`src/rtl/core/rhc_pkg.sv`:
```
package rhc_pkg;

  localparam int unsigned PixW  = 8;
  localparam int unsigned QuoW  = 16;
  localparam int unsigned DenW  = 11;
  localparam int unsigned NumW  = 12;
  localparam int unsigned Steps = 16;

  typedef struct packed {
    logic [DenW-1:0] rem_h;
    logic [QuoW-1:0] q_h;
    logic [PixW-1:0] rem_s;
    logic [QuoW-1:0] q_s;
    logic [DenW-1:0] den;
    logic [PixW-1:0] mx;
    logic            zero;
  } div_stage_t;

endpackage

```
`src/rtl/core/rgb_to_hsv_converter_top.sv`:
```
// Channel | Direction | Handshake                | Payload
// in      | input     | in_valid_i / in_ready_o  | red_i, green_i, blue_i
// out     | output    | out_valid_o / out_ready_i| hue_o, saturation_o, brightness_o
//
// One transaction per cycle sustained while the output is not stalled.
// The pipeline is the two 16-step restoring dividers, one quotient bit per stage,
// behind one stage that finds max, min, delta and the hue numerator.
// rst_ni clears only the stage valid bits.
// A stall at the output freezes the whole pipeline; in_ready_o drops with it.
module rgb_to_hsv_converter_top
  import rhc_pkg::*;
(
  input  logic            clk_i,
  input  logic            rst_ni,
  input  logic            in_valid_i,
  output logic            in_ready_o,
  input  logic [7:0]      red_i,
  input  logic [7:0]      green_i,
  input  logic [7:0]      blue_i,
  output logic            out_valid_o,
  input  logic            out_ready_i,
  output logic [15:0]     hue_o,
  output logic [15:0]     saturation_o,
  output logic [7:0]      brightness_o
);

  logic             en;
  logic [Steps:0]   v_q;
  div_stage_t       st_q [Steps+1];
  div_stage_t       st_d [Steps+1];

  assign en         = !v_q[Steps] || out_ready_i;
  assign in_ready_o = en;

  // prep stage
  logic [PixW-1:0]        mx, mn, delta;
  logic [DenW-1:0]        den;
  logic signed [NumW-1:0] num;

  always_comb begin
    mx = (red_i > green_i) ? red_i : green_i;
    mn = (red_i < green_i) ? red_i : green_i;
    if (blue_i > mx) mx = blue_i;
    if (blue_i < mn) mn = blue_i;
    delta = mx - mn;
    den   = {1'b0, delta, 2'b00} + {2'b00, delta, 1'b0};
    if (red_i == mx) begin
      num = $signed({4'b0, green_i}) - $signed({4'b0, blue_i});
      if (num < 0) num = num + $signed({1'b0, den});
    end else if (green_i == mx) begin
      num = $signed({3'b0, delta, 1'b0}) + $signed({4'b0, blue_i})
          - $signed({4'b0, red_i});
    end else begin
      num = $signed({2'b0, delta, 2'b0}) + $signed({4'b0, red_i})
          - $signed({4'b0, green_i});
    end
    st_d[0].rem_h = num[DenW-1:0];
    st_d[0].q_h   = '0;
    st_d[0].rem_s = delta;
    st_d[0].q_s   = '0;
    st_d[0].den   = den;
    st_d[0].mx    = mx;
    st_d[0].zero  = (delta == '0);
  end

  for (genvar k = 0; k < Steps; k++) begin : g_div
    logic [DenW:0]   h2;
    logic [PixW:0]   s2;
    logic            bh, bs;
    always_comb begin
      st_d[k+1] = st_q[k];
      h2 = {st_q[k].rem_h, 1'b0};
      if (k == 0) s2 = {1'b0, st_q[k].rem_s};
      else        s2 = {st_q[k].rem_s, 1'b0};
      bh = (h2 >= {1'b0, st_q[k].den});
      bs = (s2 >= {1'b0, st_q[k].mx});
      if (bh) h2 = h2 - {1'b0, st_q[k].den};
      if (bs) s2 = s2 - {1'b0, st_q[k].mx};
      st_d[k+1].rem_h = h2[DenW-1:0];
      st_d[k+1].rem_s = s2[PixW-1:0];
      st_d[k+1].q_h   = {st_q[k].q_h[QuoW-2:0], bh};
      st_d[k+1].q_s   = {st_q[k].q_s[QuoW-2:0], bs};
      if (k == Steps-1 && st_q[k].zero) begin
        st_d[k+1].q_h = '0;
        st_d[k+1].q_s = '0;
      end
    end
  end

  always_ff @(posedge clk_i or negedge rst_ni) begin
    if (!rst_ni) begin
      v_q <= '0;
    end else if (en) begin
      v_q <= {v_q[Steps-1:0], in_valid_i};
    end
  end

  for (genvar k = 0; k <= Steps; k++) begin : g_reg
    always_ff @(posedge clk_i) begin
      if (en) begin
        st_q[k] <= st_d[k];
      end
    end
  end

  assign out_valid_o  = v_q[Steps];
  assign hue_o        = st_q[Steps].q_h;
  assign saturation_o = st_q[Steps].q_s;
  assign brightness_o = st_q[Steps].mx;

  a_sat_range: assert property (@(posedge clk_i) disable iff (!rst_ni)
    out_valid_o |-> saturation_o <= 16'd32768)
    else $error("saturation above one");

  a_black: assert property (@(posedge clk_i) disable iff (!rst_ni)
    (out_valid_o && brightness_o == 8'd0) |-> (saturation_o == 16'd0 && hue_o == 16'd0))
    else $error("black pixel with nonzero hue or saturation");

  a_ready: assert property (@(posedge clk_i) disable iff (!rst_ni)
    in_ready_o == (!out_valid_o || out_ready_i))
    else $error("ready does not follow output stall");

endmodule

```
`config.mk`:
```
export PLATFORM = sky130hd
export DESIGN_NAME = rgb_to_hsv_converter_top
export DESIGN_NICKNAME = d
export VERILOG_FILES = /design/src/rtl/core/rhc_pkg.sv /design/src/rtl/core/rgb_to_hsv_converter_top.sv
export SDC_FILE = /design/constraint.sdc
export NUM_CORES = 2
export LEC_CHECK = 0
export BUFFER_PORTS_ARGS = -buffer_cell sky130_fd_sc_hd__buf_4
export CAP_MARGIN = 20
export CORE_MARGIN = 2
export CORE_UTILIZATION = 50
export DETAILED_ROUTE_END_ITERATION = 6
export PLACE_DENSITY = 0.66
export SLEW_MARGIN = 20
export SYNTH_ARGS = -nofsm -noshare
export SYNTH_HDL_FRONTEND = slang
export SYNTH_SLANG_ARGS = --single-unit
export TNS_END_PERCENT = 1
```
`constraint.sdc`:
```
create_clock -name clk_i -period 56.7 [get_ports clk_i]
set_input_delay 2.835 -clock clk_i [delete_from_list [all_inputs] [get_ports clk_i]]
set_output_delay 2.835 -clock clk_i [all_outputs]
set_load 0.02 [all_outputs]
```
==> metrics <==
clk_lat worst skew=0.66 ns; grt ovf=0; first-pass GRT wire length=approximately 130000 um; maximum clock frequency=0.0924 GHz; # resized after CTS=0; Final Cycle Share=0.191; core area=88600 um^2; CTS tree=built; Sum Neg Setup Slack=0 ns; Detailed Place HPWL=56200 um; pin count of the biggest net entering global routing=168; global placement routability congestion=0.896; Chip Width=304 um; I/O pin cnt=70; syn avg cell area=12.4 um^2; CP Buf/Inv Count=3; register area=26600 um^2; Final Hold Vio Count=0; vias in the first global route=26100; register area share after synthesis=0.593; clock-pin slew on the worst setup and hold paths=0.06 ns; 1st-iter DRT viols=1478; via count=around 26000; fill cell count=7273; DRC=0; Hold Path Class=reg2reg; Syn Std Cell Area=44900 um^2; Worst EP arrival=about 11 ns; Root Buffer=clkbuf_16; initial antenna violation count=0; Main synth FF type=edfxtp_1; Netlist cell types=73; CTS Buffer Depth=3; Yosys top cell by area=edfxtp_1; Gate Count Post-Synth=3622; Critical Path RT=~57 ns; commonest cells in the netlist=872 x edfxtp_1, 525 x inv_1, 358 x ha_1; I/O Buffers=69; status=finished, final reports clean; Worst Clk Skew=0.0326 ns; final setup vio count=0; kind of critical path=in2reg; Critical Path Fanout Max=14; DIE HEIGHT=304 um; Worst Setup End Kind=flop; Startpoint Class=input pin; final WL=78100 um; Slew Viols, Final=0; initial core utilization=0.507; n_diodes=0; number of synthesized flops with an enable pin=872; Multi-input gate area=between 15000 and 20000 um^2; Global Route Usage Sum=0.172; Pre-antenna DRT Iters=5; Antenna Nets Post-Route=0; most used cell along the critical path=ha_1; die area=92200 um^2; Slew @ Worst Pin=1.02 ns; H-tree Lvls=3; RSZ-0062 raised after global routing=no; Cells after DPL=4824; # clock sinks=889; placement row count=approximately 110; Seq cells post-synth=889; layout overhead on the synthesized area=10.9%; Via-to-Cell Ratio=5.20; YS warnings=0; share of the synthesized area in the top cell type=0.583; Async SR Flop Fraction=0.0191; CP top delay family=compound AO/OA/AOI/OAI gates; most frequent cell after synthesis=edfxtp_1; post-CTS setup buffer count=0; final cell count without fillers=4998; max incr delay on CP=0.68 ns; crit path max-delay cell type=mux2i_1; final net count=4190; max_slew headroom=0.318; syn nets=4058; hold_buf cts=0; Max Cap Violations=0; routed len/inst=about 16 um; largest cells by area after synthesis=edfxtp_1 58%, ha_1 10%, inv_1 4.4%; fin crit period=about 11 ns; clock buffer count from CTS=93; layout cells sized above 1=0.0767
-- path summary, 6_finish.rpt --
kind	start	end	slack (ns)	depth (start not counted)
max reg2reg	st_q[0][11]	st_q[0][132]	52.56	16
min reg2reg	st_q[1][402]	st_q[1][474]	0.41	0
min	st_q[1][402]	st_q[1][474]	0.41	0
max in group asynchronous	rst_ni	v_q[6]	54.48	1
max	green_i[3]	st_q[0][70]	45.87	34
min in group asynchronous	rst_ni	v_q[15]	2.03	1
-- cell families (layout without fill, tap and decap cells) --
group | after synthesis | count (layout) | synth area share
DFF | 889 | 889 | 0.593
AOI/OAI and AO/OA | 756 | 756 | 0.103
and+or+nand+nor | 733 | 733 | 0.0794
buffers and inverters | 575 | 786 | 0.0485
adders and majority gates | 409 | 409 | 0.122
xor gates and xnor gates | 198 | 198 | 0.0390
muxes | 62 | 62 | 0.0152
-- metal layers --
layer | track usage | vias to the layer above | share of wire
met4 | 0.0573 | 0 | 0.026
li1 | - | 13200 | -
met3 | 0.0238 | 116 | 0.036
met1 | 0.222 | 12400 | 0.44
met5 | 0 | - | 0
met2 | 0.299 | 359 | 0.49
-- metrics by stage --
step,instance area [um^2],hold slack [ns],util,setup slack [ns]
4_1_cts,49800,0.408,0.562,45.95
5_1_grt,49800,0.419,0.562,45.41
3_3_place_gp,46800,0.400,0.528,45.35
3_5_place_dp,46800,0.405,0.528,45.28
6_report,49800,0.410,0.562,45.87
2_1_floorplan,44900,0.400,-,26.37
-- placed cells by master, fill, tap and decap left out, types with 9 or more instances in the layout --
cell,n
a211oi_1,18
a21boi_0,9
a21o_1,99
a21oi_1,228
a221oi_1,22
and2_1,35
buf_4,86
clkbuf_1,27
clkbuf_16,94
clkinv_1,13
clkinv_2,18
dfrtp_1,17
edfxtp_1,872
fa_1,50
ha_1,358
inv_1,525
mux2_2,48
mux2i_1,14
nand2_1,211
nand2b_1,62
nand3_1,34
nand4_1,46
nor2_1,204
nor2b_1,89
nor3_1,11
o211a_1,15
o21a_1,9
o21ai_0,254
o21bai_1,15
o31ai_1,37
or4_1,22
xnor2_1,133
xor2_1,63
-- registers in the layout (all words and copies together), names as in the netlist --
name / cells
st_q: 872
v_q: 17
-- final cells by class --
type	count	share of cell area
inverters	525	0.0396
clock inverters	50	0.00987
repair buffers	87	0.0134
flip-flops and latches	889	0.534
well taps	1165	0.0293
multi-input cells	2158	0.324
clock buffers	124	0.0501
-- worst reg2reg max path, stage by stage, from the launching register on --
cell and delay (ns):
edfxtp_1 0.40, inv_1 0.07, ha_1 0.35, nor2b_1 0.15, o21ai_0 0.22, a21boi_0 0.16
o21ai_0 0.41, a21boi_0 0.21, o21ai_0 0.18, nand2_1 0.08, and2_1 0.16, o21ai_0 0.25
inv_1 0.06, o21ai_0 0.22, nor2b_1 0.57, buf_4 0.28, mux2i_1 0.22
Power is not shown: default switching activity piles up to over one toggle a cycle in this logic, so the estimate is an artifact.
